<file path="src/hw/rtl/bmv_pkg.sv">
`default_nettype none
// ---------------------------------------------------------------------------
// bmv_pkg
// Shared types and constants of the band matrix-vector multiply block.
// ---------------------------------------------------------------------------
package bmv_pkg;

    localparam int MAX_DIM    = 64;
    localparam int BAND_ROWS  = 16;
    localparam int FRAC_BITS  = 16;
    localparam int DIM_W      = $clog2(MAX_DIM);
    localparam int BROW_W     = $clog2(BAND_ROWS);
    localparam int BAND_DEPTH = MAX_DIM * BAND_ROWS;
    localparam int BAND_AW    = $clog2(BAND_DEPTH);
    localparam int QDEPTH     = 4;
    localparam int QAW        = $clog2(QDEPTH);

    localparam logic [2:0] REG_TRANSPOSE = 3'd0;
    localparam logic [2:0] REG_ROWS      = 3'd1;
    localparam logic [2:0] REG_COLS      = 3'd2;
    localparam logic [2:0] REG_SUB       = 3'd3;
    localparam logic [2:0] REG_SUPER     = 3'd4;
    localparam logic [2:0] REG_ALPHA     = 3'd5;
    localparam logic [2:0] REG_BETA      = 3'd6;

    typedef enum logic [1:0] {
        CMD_BAND    = 2'd0,
        CMD_X       = 2'd1,
        CMD_Y       = 2'd2,
        CMD_COMPUTE = 2'd3
    } cmd_t;

    typedef struct packed {
        cmd_t               cmd;
        logic [BROW_W-1:0]  band_row;
        logic [DIM_W-1:0]   column;
        logic signed [31:0] value;
    } op_t;

    typedef struct packed {
        logic               transpose_mode;
        logic [6:0]         row_count;
        logic [6:0]         column_count;
        logic [2:0]         sub_diagonals;
        logic [2:0]         super_diagonals;
        logic signed [31:0] alpha_scale;
        logic signed [31:0] beta_scale;
    } cfg_t;

    typedef struct packed {
        logic push;
        logic full;
        logic [QAW:0] count;
    } q_status_t;

    function automatic logic signed [31:0] sat32(input logic signed [48:0] v);
        logic signed [31:0] r;
        if (v > 49'sd2147483647) r = 32'sh7fffffff;
        else if (v < -49'sd2147483648) r = 32'sh80000000;
        else r = v[31:0];
        return r;
    endfunction

endpackage
`default_nettype wire

</file>
<file path="src/hw/rtl/bmv_queue.sv">
`default_nettype none
// ---------------------------------------------------------------------------
// bmv_queue
// Short queue of decoded items between the front and the back.
// ---------------------------------------------------------------------------
module bmv_queue (
    input  wire logic          clk,
    input  wire logic          rst_n,
    input  wire logic          push_valid,
    output logic               push_ready,
    input  bmv_pkg::op_t       push_op,
    output logic               pop_valid,
    input  wire logic          pop_ready,
    output bmv_pkg::op_t       pop_op,
    output bmv_pkg::q_status_t status
);
    import bmv_pkg::*;

    op_t            mem [QDEPTH];
    logic [QAW-1:0] wr_reg, rd_reg;
    logic [QAW:0]   cnt_reg;
    logic           push, pop;

    assign push_ready = (cnt_reg != QDEPTH[QAW:0]);
    assign pop_valid  = (cnt_reg != '0);
    assign pop_op     = mem[rd_reg];
    assign push       = push_valid && push_ready;
    assign pop        = pop_valid && pop_ready;
    assign status.push  = push;
    assign status.full  = !push_ready;
    assign status.count = cnt_reg;

    always_ff @(posedge clk or negedge rst_n)
    begin
        if (!rst_n)
        begin
            wr_reg  <= '0;
            rd_reg  <= '0;
            cnt_reg <= '0;
        end
        else
        begin
            if (push) wr_reg <= wr_reg + 1'b1;
            if (pop)  rd_reg <= rd_reg + 1'b1;
            if (push && !pop) cnt_reg <= cnt_reg + 1'b1;
            else if (pop && !push) cnt_reg <= cnt_reg - 1'b1;
        end
    end

    always_ff @(posedge clk)
    begin
        if (push) mem[wr_reg] <= push_op;
    end
endmodule
`default_nettype wire

</file>
<file path="config.mk">
export PLATFORM = sky130hd
export DESIGN_NAME = bmv_queue
export DESIGN_NICKNAME = d
export VERILOG_FILES = /design/src/hw/rtl/bmv_pkg.sv /design/src/hw/rtl/bmv_queue.sv
export SDC_FILE = /design/constraint.sdc
export NUM_CORES = 1
export LEC_CHECK = 0
export BUFFER_PORTS_ARGS = -buffer_cell sky130_fd_sc_hd__buf_2
export CAP_MARGIN = 20
export CELL_PAD_IN_SITES_DETAIL_PLACEMENT = 0
export CELL_PAD_IN_SITES_GLOBAL_PLACEMENT = 1
export CORE_MARGIN = 10
export CORE_UTILIZATION = 45
export CTS_BUF_LIST = sky130_fd_sc_hd__clkbuf_4 sky130_fd_sc_hd__clkbuf_8
export DETAILED_ROUTE_END_ITERATION = 12
export GPL_TIMING_DRIVEN = 0
export HOLD_SLACK_MARGIN = 0.12
export PLACE_DENSITY_LB_ADDON = 0.1
export SYNTH_ARGS = -nofsm -noshare
export SYNTH_HDL_FRONTEND = slang
export SYNTH_SLANG_ARGS = --single-unit
</file>
<file path="constraint.sdc">
create_clock -name clk -period 2.3 [get_ports clk]
set_input_delay 0.115 -clock clk [delete_from_list [all_inputs] [get_ports clk]]
set_output_delay 0.115 -clock clk [all_outputs]
set_load 0.01 [all_outputs]
</file>
==> reports/summary.txt, run 1 <==
1st-iter DRT viols - 174
Most frequent cells in the layout - edfxtp_1, buf_2, dlygate4sd3_1, mux4_2, clkbuf_8
DIE AREA - 0.02053 mm^2
CP Launch Type - flop
Initial Utilization - 45.49%
GR Util All Layers - 13.08%
YS warnings - 0
Via density - 5.047
Setup Skew - 7.996 ps
DIE WIDTH - 143.3 um
Post-route clock period utilization - 91.74%
Crit end category - flop
Slowest Stage Delay on Critical Path - 450 ps
Worst Max-Slew Pin Slew - 625.5 ps
Post-Route WL - 12.63 mm
Worst reg2reg endpoint - cnt_reg[2]$_DFFE_PN0P_
Largest net degree at the start of global routing - 29
Tot Pwr - 9.906 mW
# setup viols final - 0
CP dominant cell by count - xor2_1
PostCTS Resize Cnt - 0
Post-CTS setup buffers - 0
CP Data Required Time - 2680 ps
Reg clk slew, reported paths - 90 ps
Shortest period the worst path allows - 2110 ps
Mapped Area - 0.006839 mm^2
Sink Count - 183
CP arrival - 2490 ps
Hold Path End - mem[1][4]$_DFFE_PP_
Num CTS Buffers - 17
WHS Path Cells - 2
First-pass GRT wire length - 19.84 mm
Antenna cells - 0
WL/cell - 19.82 um
Hold WC Path Type - input pin to flop
Max reg flops - 176
Total grt overflow - 0
FMAX - 473.9 MHz
Initial antenna violation count - 0
CTS tree - yes
Crit path max-delay cell type - dfrtp_1
Outcome - completed
Most common cell after layout, fill and taps aside - edfxtp_1
Final Hold Viols - 0
Slew Limit Fails - 0
NumNets Final - 491
Site Rows - 45
Worst-skew pair later-pin latency - 450 ps
Layout fillers - 1156
Share of layout cells above drive strength 1 - 41.65%
Hold Startpoint - push_op[4]
Unique masters post-synth - 20
Area of the multi-input gates - 0.001234 mm^2
Power per cell area - 1168 mW/mm^2
R2r startpoint - cnt_reg[0]$_DFFE_PN0P_
Max cap viols - 0
Average size of a mapped cell - 25.52 um^2
Detailed Place HPWL - 7.862 mm
PnR worst setup slack - 189.9 ps
Crit Path Class - flop to flop
Area Overhead vs Synth - 24.06%
CP Max Fanout - 5
Peak VDD IR - 516.9 uV
Core box area - 0.01503 mm^2
Place WS - 194.6 ps
Slew margin rel. - 58.30%
Clock root buffer - clkbuf_8
Port-buffer cells - 98
Max H-tree Level - 4
FF+latch count, synth - 183
Final Wtd Congestion - 0.7174
Static leakage - 2.988 nW
Num ports - 99
Sequential area share after synthesis - 79.84%
DR vias - 3215
Syn Inst Count - 268
Crit path cell chain - or3_1 > nand2_1 > ha_1 > inv_1 > fa_1 > xor2_1 > nor2_1 > xor2_1
Register-to-Register Setup Slack - 190 ps
RSZ-0062 raised after global routing - no
Remaining DRCs - 0
Syn nets - 322
DRT antenna net count - 0
Number of hold buffers added after cts - 48
Reg2Reg Depth - 8
Die Ht - 143.3 um
DR pass1 iterations - 4
Vias in the first global route - 3658
Max Buffers Root-to-Sink - 2
Area occupied by registers - 0.005460 mm^2
==> kinds of logic (layout without fill, tap and decap cells) <==
kind of cell | count (synthesis) | count (layout) | share of synthesized area [%]
adder cells (fa/ha/maj) | 6 | 6 | 1.207
buffers and inverters | 16 | 197 | 2.195
multiplexers | 46 | 46 | 15.15
AND/OR/NAND/NOR | 11 | 11 | 0.8416
XOR/XNOR | 6 | 6 | 0.7684
flip-flops | 183 | 183 | 79.84
==> per-stage QoR <==
stage               cell area [um^2]  std cells  hold slack [ps]  utilization [%]  setup TNS, ps
floorplan                       6844        268           -180.6                -              0
global placement                7570        554           -42.76            50.35         -10770
detailed placement              7650        558           -41.46            50.89              0
CTS                             8484        637            368.8            56.44              0
global route                    8484        637            376.6            56.44              0
finish                          8484        637            402.8            56.44              0
==> worst max-delay path by stage <==
stage | start | endpoint | slack, ps
5_1_grt | cnt_reg[0]$_DFFE_PN0P_ | mem[2][31]$_DFFE_PP_ | 20
3_3_place_gp | cnt_reg[0]$_DFFE_PN0P_ | mem[1][19]$_DFFE_PP_ | -70
4_1_cts | cnt_reg[0]$_DFFE_PN0P_ | cnt_reg[2]$_DFFE_PN0P_ | 170
2_1_floorplan | cnt_reg[1]$_DFFE_PN0P_ | cnt_reg[2]$_DFFE_PN0P_ | 210
3_5_place_dp | cnt_reg[0]$_DFFE_PN0P_ | cnt_reg[2]$_DFFE_PN0P_ | 190
6_report | cnt_reg[0]$_DFFE_PN0P_ | cnt_reg[2]$_DFFE_PN0P_ | 190
==> per-layer routing <==
metal  up-vias  routed length, um  GRT usage, %
met2        83               6542         22.22
met1      1655               5184         14.86
li1       1465                  -             -
met4         0                141         4.514
met3        12                759         4.915
met5         -                  0             0
==> power breakdown <==
part / switching, mW / total, mW / internal, mW / leakage [nW]
sequential: 0.162 / 4.57 / 4.41 / 1.69
combinational: 1.73 / 3.39 / 1.65 / 1.12
clock: 1.08 / 1.95 / 0.871 / 0.174
total: 2.98 / 9.91 / 6.93 / 2.99
==> synthesized netlist by cell type <==
master	n	share of area, %
buf_2	5	0.37
mux4_1	6	2.3
fa_1	1	0.29
or3_1	1	0.092
and2_1	4	0.37
nand2_1	2	0.11
buf_4	1	0.11
nand3_1	1	0.073
mux4_2	38	13
nor2_1	2	0.11
xor2_1	2	0.26
edfxtp_1	176	77
buf_12	4	1.2
inv_1	4	0.22
buf_6	2	0.33
mux2_2	2	0.33
dfrtp_1	7	2.6
xnor2_1	4	0.51
nor2b_1	1	0.092
ha_1	5	0.91
==> layout make-up <==
type | count | share of cell area, %
sequential | 183 | 64.36
clock inverter | 12 | 1.239
timing repair buffer | 150 | 12.39
multi-input combinational | 69 | 14.54
inverter | 4 | 0.1770
clock buffer | 19 | 2.935
buffer | 12 | 1.593
tap | 188 | 2.772
==> critical path: cells and delay by family, from the launching register on <==
kind	cells	cell delay, ps
buffers and inverters	1	60
adder cells (fa/ha/maj)	2	570
flip-flops	1	450
AND/OR/NAND/NOR	3	650
XOR/XNOR	2	310
(Power assumes the default switching activity.)
==> run 2, diff against run 1 <==
--- a/config.mk
+++ b/config.mk
@@ -10,7 +10,7 @@
 export CELL_PAD_IN_SITES_DETAIL_PLACEMENT = 0
 export CELL_PAD_IN_SITES_GLOBAL_PLACEMENT = 1
 export CORE_MARGIN = 10
-export CORE_UTILIZATION = 45
+export CORE_UTILIZATION = 47
 export CTS_BUF_LIST = sky130_fd_sc_hd__clkbuf_4 sky130_fd_sc_hd__clkbuf_8
 export DETAILED_ROUTE_END_ITERATION = 12
 export GPL_TIMING_DRIVEN = 0
==> run 2 against run 1 <==
Net effect:
- final area decreased by 0.32%
- wire length is 0.45% higher
- via count fell by 0.53%
- fmax up 0.20%
- critical endpoint unchanged
==> reports/summary.txt, run 2 (synthesized netlist as in run 1, its figures left out) <==
PostCTS Resize Cnt - 0
Shortest period the worst path allows - 2106 ps
RSZ-0062 raised after global routing - no
Most frequent cells in the layout - edfxtp_1, buf_2, dlygate4sd3_1, mux4_2, clkbuf_8
Peak VDD IR - 634.3 uV
WHS Path Cells - 2
Total grt overflow - 0
FMAX - 474.9 MHz
Worst hold slack - 413.9 ps
Crit end category - flop
End-of-flow core utilization - 58.86%
Initial Utilization - 47.60%
Die Ht - 140.6 um
Max H-tree Level - 4
CP Launch Type - flop
DR vias - 3198
Num CTS Buffers - 17
Final Hold Viols - 0
Flop pwr share - 46.6%
Worst Max-Slew Pin Slew - 638.6 ps
Clock root buffer - clkbuf_8
CTS tree - yes
Port-buffer cells - 98
Max cap viols - 0
Crit Path Class - flop to flop
Power per cell area - 1159 mW/mm^2
Remaining DRCs - 0
Reg clk slew, reported paths - 90 ps
First-pass GRT wire length - 19.66 mm
GR Util All Layers - 13.17%
DIE WIDTH - 140.6 um
Sink Count - 183
NumNets Final - 491
Final instance area - 0.008457 mm^2
Setup Skew - 10.64 ps
Outcome - completed
Final Wtd Congestion - 0.6899
Share of layout cells above drive strength 1 - 41.56%
Via density - 5.044
Max Buffers Root-to-Sink - 2
Switching share of power - 30.42%
Slew Limit Fails - 0
Slew margin rel. - 57.43%
Cell-internal power - 6.820 mW
CP arrival - 2480 ps
Most common cell after layout, fill and taps aside - edfxtp_1
Site Rows - 44
Max reg flops - 176
CP Data Required Time - 2680 ps
WL/cell - 20.01 um
Antenna cells - 0
DR pass1 iterations - 5
Core box area - 0.01437 mm^2
Reg2Reg Depth - 8
Area after DPL - 0.007645 mm^2
Post-route clock period utilization - 91.56%
Area Overhead vs Synth - 23.66%
1st-iter DRT viols - 195
Combinational Power Share - 34.6%
Num ports - 99
Initial antenna violation count - 0
Hold WC Path Type - input pin to flop
# setup viols final - 0
DRT antenna net count - 0
Worst-skew pair later-pin latency - 450 ps
Fin Setup TNS - 0 ps
Largest net degree at the start of global routing - 28
Sw power - 2.982 mW
Post-Route WL - 12.68 mm
Static leakage - 2.976 nW
Clk pwr share - 18.7%
CP Max Fanout - 5
Vias in the first global route - 3562
DIE AREA - 0.01978 mm^2
Detailed Place HPWL - 8.148 mm
-- run 2: cell types whose count changed in the layout (fill, tap and decap cells not counted) --
cell	before	now
clkinv_1	2	3
bufinv_16	1	0
clkinvlp_4	3	4
clkinv_4	2	1
clkinv_2	2	3
-- run 2: worst max-delay path, cell delays in order (launching register included) --
cell     delay, ps
dfrtp_1        450
or3_1          400
nand2_1        130
ha_1           190
inv_1           60
fa_1           380
xor2_1         170
nor2_1         110
xor2_1         140
-- run 2: cell type report --
cell class,instances,area (um^2)
buffer,12,135.1
clock buffer,19,249.0
clock inverter,13,82.58
fill,1097,5912
inverter,4,15.01
multi-input combinational,69,1234
sequential,183,5460
tap,184,230.2
timing repair buffer,150,1051
-- run 2: layer usage --
layer | track usage [%] | wire length, um | up-vias
met5 | 0 | 0 | -
met2 | 22.41 | 6769 | 82
met4 | 4.565 | 93 | 0
met1 | 14.88 | 5132 | 1641
met3 | 5.005 | 689 | 8
li1 | - | - | 1467
-- run 2: power by group through the flow --
| stage | Combinational, mW | Sequential, mW | Clock (mW) |
|---|---|---|---|
| 3_3_place_gp | 3.36 | 4.64 | 0 |
| 4_1_cts | 3.54 | 4.59 | 1.90 |
| 6_report | 3.39 | 4.57 | 1.84 |
| 2_1_floorplan | 2.18 | 4.62 | 0 |
| 3_5_place_dp | 3.47 | 4.66 | 0 |
| 5_1_grt | 3.70 | 4.63 | 2.07 |
-- run 2: worst paths after layout --
kind	start	to	slack [ps]
setup reg to reg	cnt_reg[0]$_DFFE_PN0P_	cnt_reg[2]$_DFFE_PN0P_	190
hold / removal	push_op[26]	mem[2][26]$_DFFE_PP_	410
hold reg to reg	cnt_reg[2]$_DFFE_PN0P_	cnt_reg[2]$_DFFE_PN0P_	520
setup / recovery	cnt_reg[0]$_DFFE_PN0P_	cnt_reg[2]$_DFFE_PN0P_	190
max in group asynchronous	rst_n	cnt_reg[0]$_DFFE_PN0P_	1420
min in group asynchronous	rst_n	wr_reg[1]$_DFFE_PN0P_	630
-- run 2: metrics by stage --
step / std cells / power, mW / worst slack [ps]
2_1_floorplan: 268 / 6.799 / 213.3
3_3_place_gp: 550 / 7.999 / -82.13
3_5_place_dp: 554 / 8.129 / 177.6
4_1_cts: 634 / 10.03 / 172.6
5_1_grt: 634 / 10.40 / 60.76
6_report: 634 / 9.802 / 194.2
-- run 2: what timing repair did --
action | CTS | global route
buffers inserted | 0 | 0
hold buffers | 48 | 0
endpoints found under the hold margin | 186 | 0
