--- config.mk ---
export PLATFORM = sky130hd
export DESIGN_NAME = bmv_front
export DESIGN_NICKNAME = d
export VERILOG_FILES = /design/src/hw/rtl/bmv_pkg.sv /design/src/hw/rtl/bmv_front.sv
export SDC_FILE = /design/constraint.sdc
export NUM_CORES = 1
export LEC_CHECK = 0
export ABC_CLOCK_PERIOD_IN_PS = 1400
export BUFFER_PORTS_ARGS = -buffer_cell sky130_fd_sc_hd__clkbuf_2
export CAP_MARGIN = 20
export CELL_PAD_IN_SITES_DETAIL_PLACEMENT = 1
export CELL_PAD_IN_SITES_GLOBAL_PLACEMENT = 1
export CORE_ASPECT_RATIO = 1.1
export CORE_MARGIN = 3
export CORE_UTILIZATION = 32
export CTS_BUF_LIST = sky130_fd_sc_hd__clkbuf_4
export DETAILED_ROUTE_END_ITERATION = 8
export PLACE_DENSITY_LB_ADDON = 0.1
export SETUP_SLACK_MARGIN = 0.05
export SYNTH_ARGS = -nofsm -noshare
export SYNTH_HDL_FRONTEND = slang
export SYNTH_SLANG_ARGS = --single-unit
--- constraint.sdc ---
create_clock -name clk -period 1.4 [get_ports clk]
set_input_delay 0.21 -clock clk [delete_from_list [all_inputs] [get_ports clk]]
set_output_delay 0.21 -clock clk [all_outputs]
set_load 0.02 [all_outputs]
--- src/hw/rtl/bmv_pkg.sv ---
`default_nettype none
// ---------------------------------------------------------------------------
// bmv_pkg
// Shared types and constants of the band matrix-vector multiply block.
// ---------------------------------------------------------------------------
package bmv_pkg;

    localparam int MAX_DIM    = 64;
    localparam int BAND_ROWS  = 16;
    localparam int FRAC_BITS  = 16;
    localparam int DIM_W      = $clog2(MAX_DIM);
    localparam int BROW_W     = $clog2(BAND_ROWS);
    localparam int BAND_DEPTH = MAX_DIM * BAND_ROWS;
    localparam int BAND_AW    = $clog2(BAND_DEPTH);
    localparam int QDEPTH     = 4;
    localparam int QAW        = $clog2(QDEPTH);

    localparam logic [2:0] REG_TRANSPOSE = 3'd0;
    localparam logic [2:0] REG_ROWS      = 3'd1;
    localparam logic [2:0] REG_COLS      = 3'd2;
    localparam logic [2:0] REG_SUB       = 3'd3;
    localparam logic [2:0] REG_SUPER     = 3'd4;
    localparam logic [2:0] REG_ALPHA     = 3'd5;
    localparam logic [2:0] REG_BETA      = 3'd6;

    typedef enum logic [1:0] {
        CMD_BAND    = 2'd0,
        CMD_X       = 2'd1,
        CMD_Y       = 2'd2,
        CMD_COMPUTE = 2'd3
    } cmd_t;

    typedef struct packed {
        cmd_t               cmd;
        logic [BROW_W-1:0]  band_row;
        logic [DIM_W-1:0]   column;
        logic signed [31:0] value;
    } op_t;

    typedef struct packed {
        logic               transpose_mode;
        logic [6:0]         row_count;
        logic [6:0]         column_count;
        logic [2:0]         sub_diagonals;
        logic [2:0]         super_diagonals;
        logic signed [31:0] alpha_scale;
        logic signed [31:0] beta_scale;
    } cfg_t;

    typedef struct packed {
        logic push;
        logic full;
        logic [QAW:0] count;
    } q_status_t;

    function automatic logic signed [31:0] sat32(input logic signed [48:0] v);
        logic signed [31:0] r;
        if (v > 49'sd2147483647) r = 32'sh7fffffff;
        else if (v < -49'sd2147483648) r = 32'sh80000000;
        else r = v[31:0];
        return r;
    endfunction

endpackage
`default_nettype wire

--- src/hw/rtl/bmv_front.sv ---
`default_nettype none
// ---------------------------------------------------------------------------
// bmv_front
// Accepts input items, decodes the command and hands them to the queue.
// ---------------------------------------------------------------------------
module bmv_front (
    input  wire logic        clk,
    input  wire logic        rst_n,
    input  wire logic        in_valid,
    output logic             in_ready,
    input  wire logic [1:0]  in_cmd,
    input  wire logic [47:0] in_data,
    output logic             op_valid,
    input  wire logic        op_ready,
    output bmv_pkg::op_t     op
);
    import bmv_pkg::*;

    logic hold_reg;
    op_t  op_reg;

    assign in_ready = !hold_reg || op_ready;
    assign op_valid = hold_reg;
    assign op       = op_reg;

    always_ff @(posedge clk or negedge rst_n)
    begin
        if (!rst_n)
        begin
            hold_reg <= 1'b0;
        end
        else if (in_ready)
        begin
            hold_reg <= in_valid;
        end
    end

    always_ff @(posedge clk)
    begin
        if (in_valid && in_ready)
        begin
            op_reg.cmd      <= cmd_t'(in_cmd);
            op_reg.band_row <= in_data[BROW_W-1:0];
            op_reg.column   <= in_data[BROW_W +: DIM_W];
            op_reg.value    <= in_data[BROW_W+DIM_W +: 32];
        end
    end
endmodule
`default_nettype wire

==> results of run 1 <==
## timing repair
item	4_1_cts	5_1_grt
setup endpoints to repair	0	0
hold buffers	1	5
endpoints found under the hold margin	1	5
resized for setup	0	0
## cell type report
class	count	area (µm²)	area share
clock buffers	6	45.04	0.02170
clock inverters	1	3.754	0.001808
multi-input cells	3	28.78	0.01386
flip-flops and latches	45	1348	0.6492
well taps	52	65.06	0.03134
repair buffers	102	585.6	0.2821
## cells in the final DEF (no fill, tap or decap)
| master | netlist | routed |
|---|---|---|
| dlygate4sd3_1 | 0 | 6 |
| and2_4 | 1 | 1 |
| clkbuf_2 | 0 | 93 |
| buf_12 | 0 | 3 |
| clkbuf_4 | 0 | 6 |
| dfrtp_2 | 0 | 1 |
| clkinv_1 | 0 | 1 |
| edfxtp_1 | 44 | 44 |
| nand2b_4 | 1 | 1 |
| nand2b_1 | 1 | 1 |
## metal layers
| layer | part of all wire | global-route usage | routed length, µm |
|---|---|---|---|
| met5 | 0 | 0 | 0 |
| met4 | 0.0079 | 0.03311 | 23 |
| met3 | 0.13 | 0.07463 | 374 |
| met2 | 0.49 | 0.1792 | 1426 |
| met1 | 0.37 | 0.1379 | 1076 |
## synth_stat cells (all sizes together)
master / count
edfxtp: 44
nand2b: 2
and2: 1
dfrtp: 1
## worst reg2reg max path: cells and delay by family, from the launching register on
kind	cells	cell delay [ps]
DFF	1	450
buffers and inverters	1	170
and+or+nand+nor	2	320
## power groups by stage
| stage | Combinational [mW] | Sequential [mW] | Clock (mW) |
|---|---|---|---|
| final | 0.305 | 1.59 | 0.570 |
| after CTS | 0.300 | 1.59 | 0.592 |
| after detailed placement | 0.298 | 1.62 | 0 |
| after global routing | 0.329 | 1.59 | 0.656 |
| after global placement | 0.293 | 1.62 | 0 |
| after floorplan | 0.0336 | 1.71 | 0 |
## through the flow
step / cells / util / setup slack, ps / hold WS [ps] / power [mW]
after floorplan: 48 / - / 39.89 / -85.59 / 1.745
after global placement: 196 / 0.4852 / 218.6 / -15.06 / 1.909
after detailed placement: 196 / 0.4852 / 208.8 / -14.38 / 1.916
after CTS: 204 / 0.4997 / 147.8 / 17.07 / 2.479
after global routing: 209 / 0.5120 / 106.6 / 0.5088 / 2.579
final: 209 / 0.5120 / 163.3 / 37.58 / 2.460
## worst max path at each step
stage          depth (start not counted)            startpoint               end  slack, ps
2_1_floorplan                          2  op_valid$_DFFE_PN0P_   op[0]$_DFFE_PP_         40
3_3_place_gp                           3  op_valid$_DFFE_PN0P_  op[13]$_DFFE_PP_        220
3_5_place_dp                           3  op_valid$_DFFE_PN0P_  op[40]$_DFFE_PP_        210
4_1_cts                                2  op_valid$_DFFE_PN0P_          in_ready        150
5_1_grt                                2  op_valid$_DFFE_PN0P_          in_ready        110
6_report                               2  op_valid$_DFFE_PN0P_          in_ready        160
## cell families (layout without fill, tap and decap cells)
logic type	count (synthesis)	count (layout)	synth area share
buffers and inverters	0	109	0
flip-flops	45	45	0.9791
AND/OR/NAND/NOR	3	3	0.02093
==> impl_metrics.yaml, run 1 <==
global_routing:
  grt_max_degree: 14
  grt_pass1_vias: 848
  track_usage: 0.1177
  antenna_found_initial: 0
  overflow: 0
  grt_pass1_wl_um: 4112
drt:
  routed-via-count: 862
  first_pass_iters: 2
  drtAntennaViolNets: 0
  post-route-drc-count: 0
  drt_wl_total_um: 2901
  viasPerCell: 4.124
  drt-initial-drc-count: 33
  routedWlPerCell_um: 13.88
synth:
  syn_nets: 102
  syn_inst: 48
  synth_top_area_share: 0.9609
  yosysWarnings: 0
  synth_largest_area_cell: "edfxtp_1"
  syn_area_per_cell_um2: 28.65
  ys_seq_elements: 45
  ys_seq_area_frac: 0.9791
  ys_top_cells_by_area: "edfxtp_1, dfrtp_1, nand2b_4"
  syn_area_um2: 1375
  yosys.cell_types.count: 5
floorplan:
  die-area_um2: 5120
  top_level_ports: 100
  rows: 24
  die_x_um: 68.50
  core_area_um2: 4054
  initial_core_util: 0.3392
  dieHeight_um: 74.75
power_and_ir_drop:
  p_comb_frac: 0.124
  clkPwrFrac: 0.232
  p_int_mw: 1.898
  p_sw_mw: 0.5623
  ir_worst_vdd_v: 0.0005930
  p_leak_nw: 0.9122
  power_frac_seq: 0.645
  swShare: 0.2285
  powerDensity_nw_per_um2: 1185
setup_path:
  slowest_stage: "dfrtp_2"
  reg2reg_from: "op_valid$_DFFE_PN0P_"
  worstPathArrival_ps: 1030
  required_ps: 1190
  cp_cell_sequence: "nand2b_4, clkbuf_2"
  crit_path_end_kind: "output pin"
  r2r_end: "op[19]$_DFFE_PP_"
  path_buf_inv: 1
  r2r_slack_ps: 190
  crit_fanout: 3
  path_class: "reg2out"
  crit_family: "flip-flops"
  reg2reg_depth: 3
  critPathMaxStageDelay_ps: 450
  startpoint_type: "flip-flop"
clocking:
  cts.htree.levels: 2
  cts-root-buf: "clkbuf_4"
  cts_tree: "done"
  clk_latency_ps: 340
  post_cts_buffers: 0
  clkSinkCount: 45
  numCtsBuffers: 5
  clkSlewWorstSetupHoldPaths_ps: 120
  clk_path_buf_depth: 2
place:
  hpwl_um: 2347
  gp_congestion: 0.6570
  placed_area_um2: 1967
  io_buffer_count: 93
sta:
  max_freq_mhz: 808.6
  final_hold_viol_count: 0
  fin_setup_tns_ps: 0
  setup-violations-final: 0
  fin_crit_ps: 1237
  worstMarginPinSlew_ps: 177.7
  slew_violations: 0
  slew_headroom: 0.8815
  finalClockSkew_ps: 7.507
  post-route-period-util: 0.8833
  rsz0062_at_grt: "no"
finish:
  fillers: 430
  final_area_um2: 2076
  area_growth_syn_to_layout_pct: 50.96
  diodes: 0
  nNetsFinal: 211
  largest_register_ffs: 44
  drive_above_1_share: 0.6688
run_status:
  status: "finished clean"
hold_path:
  hold_start: "in_data[10]"
  whs_endpoint: "op[0]$_DFFE_PP_"
  min_path_type: "in2reg"
  hold_depth: 1
run:
  cap_violations: 0
No activity file was read; power rests on OpenSTA's default activity.
==> run 2: changes to the inputs <==
--- a/config.mk
+++ b/config.mk
@@ -15,7 +15,8 @@
 export CORE_UTILIZATION = 32
 export CTS_BUF_LIST = sky130_fd_sc_hd__clkbuf_4
 export DETAILED_ROUTE_END_ITERATION = 8
-export PLACE_DENSITY_LB_ADDON = 0.1
+export GPL_TIMING_DRIVEN = 0
+export PLACE_DENSITY_LB_ADDON = 0.15
 export SETUP_SLACK_MARGIN = 0.05
 export SYNTH_ARGS = -nofsm -noshare
 export SYNTH_HDL_FRONTEND = slang
==> run 2 against run 1 <==
  * Count of clock-buffer cells in the layout is 2 higher
  * Non-clock buffer count is 6 lower
  * Global-route usage is essentially flat
  * Hold slack worse by 4.3 ps
  * Sequential share of layout area is 2.3 points higher
  * Final area shrank 3.4%
  * Maximum frequency fell by 1.6%
  * Register-to-register slack hardly changed
  * First-iteration DRC count is 55% higher
  * Setup slack got worse by 20 ps
  * Flip-flop and latch count unchanged
  * Critical path type unchanged
  * Critical endpoint unchanged
  * Largest power group unchanged
  * Highest routed layer unchanged
==> impl_metrics.yaml, run 2 (same netlist as run 1, synthesis figures left out) <==
setup_path:
  reg2reg_depth: 2
  r2r_end: "op[25]$_DFFE_PP_"
  required_ps: 1190
  crit_fanout: 4
  reg2reg_from: "op_valid$_DFFE_PN0P_"
  crit_path_end_kind: "output pin"
  r2r_slack_ps: 200
  worstPathArrival_ps: 1050
  startpoint_type: "flip-flop"
  path_class: "reg2out"
global_routing:
  overflow: 0
  track_usage: 0.1176
  antenna_found_initial: 0
  grt_pass1_wl_um: 4146
  grt_pass1_vias: 873
  grt_max_degree: 23
drt:
  routed-via-count: 858
  drt_wl_total_um: 3073
  routedWlPerCell_um: 14.99
  viasPerCell: 4.185
  first_pass_iters: 3
  drtAntennaViolNets: 0
  drt-initial-drc-count: 51
  post-route-drc-count: 0
sta:
  setup-violations-final: 0
  rsz0062_at_grt: "no"
  slew_headroom: 0.7974
  fin_setup_tns_ps: 0
  post-route-period-util: 0.8977
  finalClockSkew_ps: 8.529
  slew_violations: 0
  max_freq_mhz: 795.7
  final_hold_viol_count: 0
  worstMarginPinSlew_ps: 303.9
  fin_crit_ps: 1257
floorplan:
  rows: 24
  die-area_um2: 5120
  core_area_um2: 4054
  die_x_um: 68.50
  dieHeight_um: 74.75
  top_level_ports: 100
  initial_core_util: 0.3392
finish:
  area_growth_syn_to_layout_pct: 45.86
  multi_input_area_um2: 37.54
  diodes: 0
  drive_above_1_share: 0.6863
  regArea_um2: 1348
  instances_no_fill: 205
  fillers: 445
  utilization: 0.4948
  layout_commonest_cell: "clkbuf_2"
  nNetsFinal: 206
  mostFrequentLayoutCells: "clkbuf_2, edfxtp_1, clkbuf_4, dlygate4sd3_1, and2_4"
  largest_register_ffs: 44
power_and_ir_drop:
  p_comb_frac: 0.111
  p_leak_nw: 0.8849
  ir_worst_vdd_v: 0.0005337
  p_int_mw: 1.930
  p_sw_mw: 0.5636
  powerDensity_nw_per_um2: 1243
  clkPwrFrac: 0.253
  swShare: 0.2260
  power_frac_seq: 0.637
clocking:
  cts_tree: "done"
  post_cts_buffers: 0
  clkSinkCount: 45
  clk_latency_ps: 340
  numCtsBuffers: 5
  cts-root-buf: "clkbuf_4"
  cts.htree.levels: 2
  clkSlewWorstSetupHoldPaths_ps: 120
  clk_path_buf_depth: 2
hold_path:
  min_path_type: "in2reg"
  hold_start: "in_data[5]"
  hold_depth: 1
  whs_endpoint: "op[33]$_DFFE_PP_"
place:
  gp_congestion: 0.6812
  io_buffer_count: 93
  place_inst: 193
run_status:
  status: "finished clean"
run:
  cap_violations: 0
## run 2: changes by cell type in the layout (fill, tap and decap cells not counted), sizes merged
cell and delta:
dlygate4sd3 -3, buf -3, and2 +1, clkinv -1
clkbuf +2
## run 2: timing repair
action | CTS | global route
endpoints found under the hold margin | 1 | 2
hold buffers | 1 | 2
setup endpoints to repair | 44 | 0
gates resized for setup | 1 | 0
## run 2: metal layers
metal	vias up	part of all wire	wire, µm	global-route usage
met2	61	0.51	1573	0.1941
met4	0	0.015	46	0.03974
met1	392	0.33	1017	0.1229
li1	400	-	-	-
met5	-	0	0	0
met3	5	0.14	435	0.07164
## run 2: per-stage QoR
step | hold WS [ps] | worst slack [ps] | power [mW] | cell area (µm²)
CTS | 12.74 | 113.8 | 2.534 | 1986
finish | 33.30 | 143.2 | 2.494 | 2006
global route | 0.4245 | 77.70 | 2.609 | 2006
global placement | -14.01 | 31.22 | 1.879 | 1907
detailed placement | -14.67 | 1.439 | 1.891 | 1907
floorplan | -85.59 | 39.89 | 1.745 | 1376
## run 2: how the worst max path moves through the flow
stage / start / endpoint / slack [ps] / cells after the start
2_1_floorplan: op_valid$_DFFE_PN0P_ / op[0]$_DFFE_PP_ / 40 / 2
3_3_place_gp: op_valid$_DFFE_PN0P_ / op[11]$_DFFE_PP_ / 30 / 2
3_5_place_dp: op_valid$_DFFE_PN0P_ / op[4]$_DFFE_PP_ / 1 / 2
4_1_cts: op_valid$_DFFE_PN0P_ / in_ready / 110 / 2
5_1_grt: op_valid$_DFFE_PN0P_ / in_ready / 80 / 2
6_report: op_valid$_DFFE_PN0P_ / in_ready / 140 / 2
## run 2: cell type report
cell class                      count  share of cell area
Clock buffer                        8             0.02994
Timing Repair Buffer               96              0.2470
Sequential cell                    45              0.6719
Multi-Input combinational cell      4             0.01871
Tap cell                           52             0.03244
## run 2: worst max-delay path, cell delays in order, from the launching register on
cell      delay [ps]
dfrtp_2          450
nand2b_4          90
clkbuf_2         170
## run 2: power by group through the flow
stage | combinational, mW | clock, mW | sequential [mW]
2_1_floorplan | 0.0336 | 0 | 1.71
6_report | 0.276 | 0.630 | 1.59
3_5_place_dp | 0.269 | 0 | 1.62
5_1_grt | 0.299 | 0.715 | 1.60
4_1_cts | 0.278 | 0.667 | 1.59
3_3_place_gp | 0.263 | 0 | 1.62
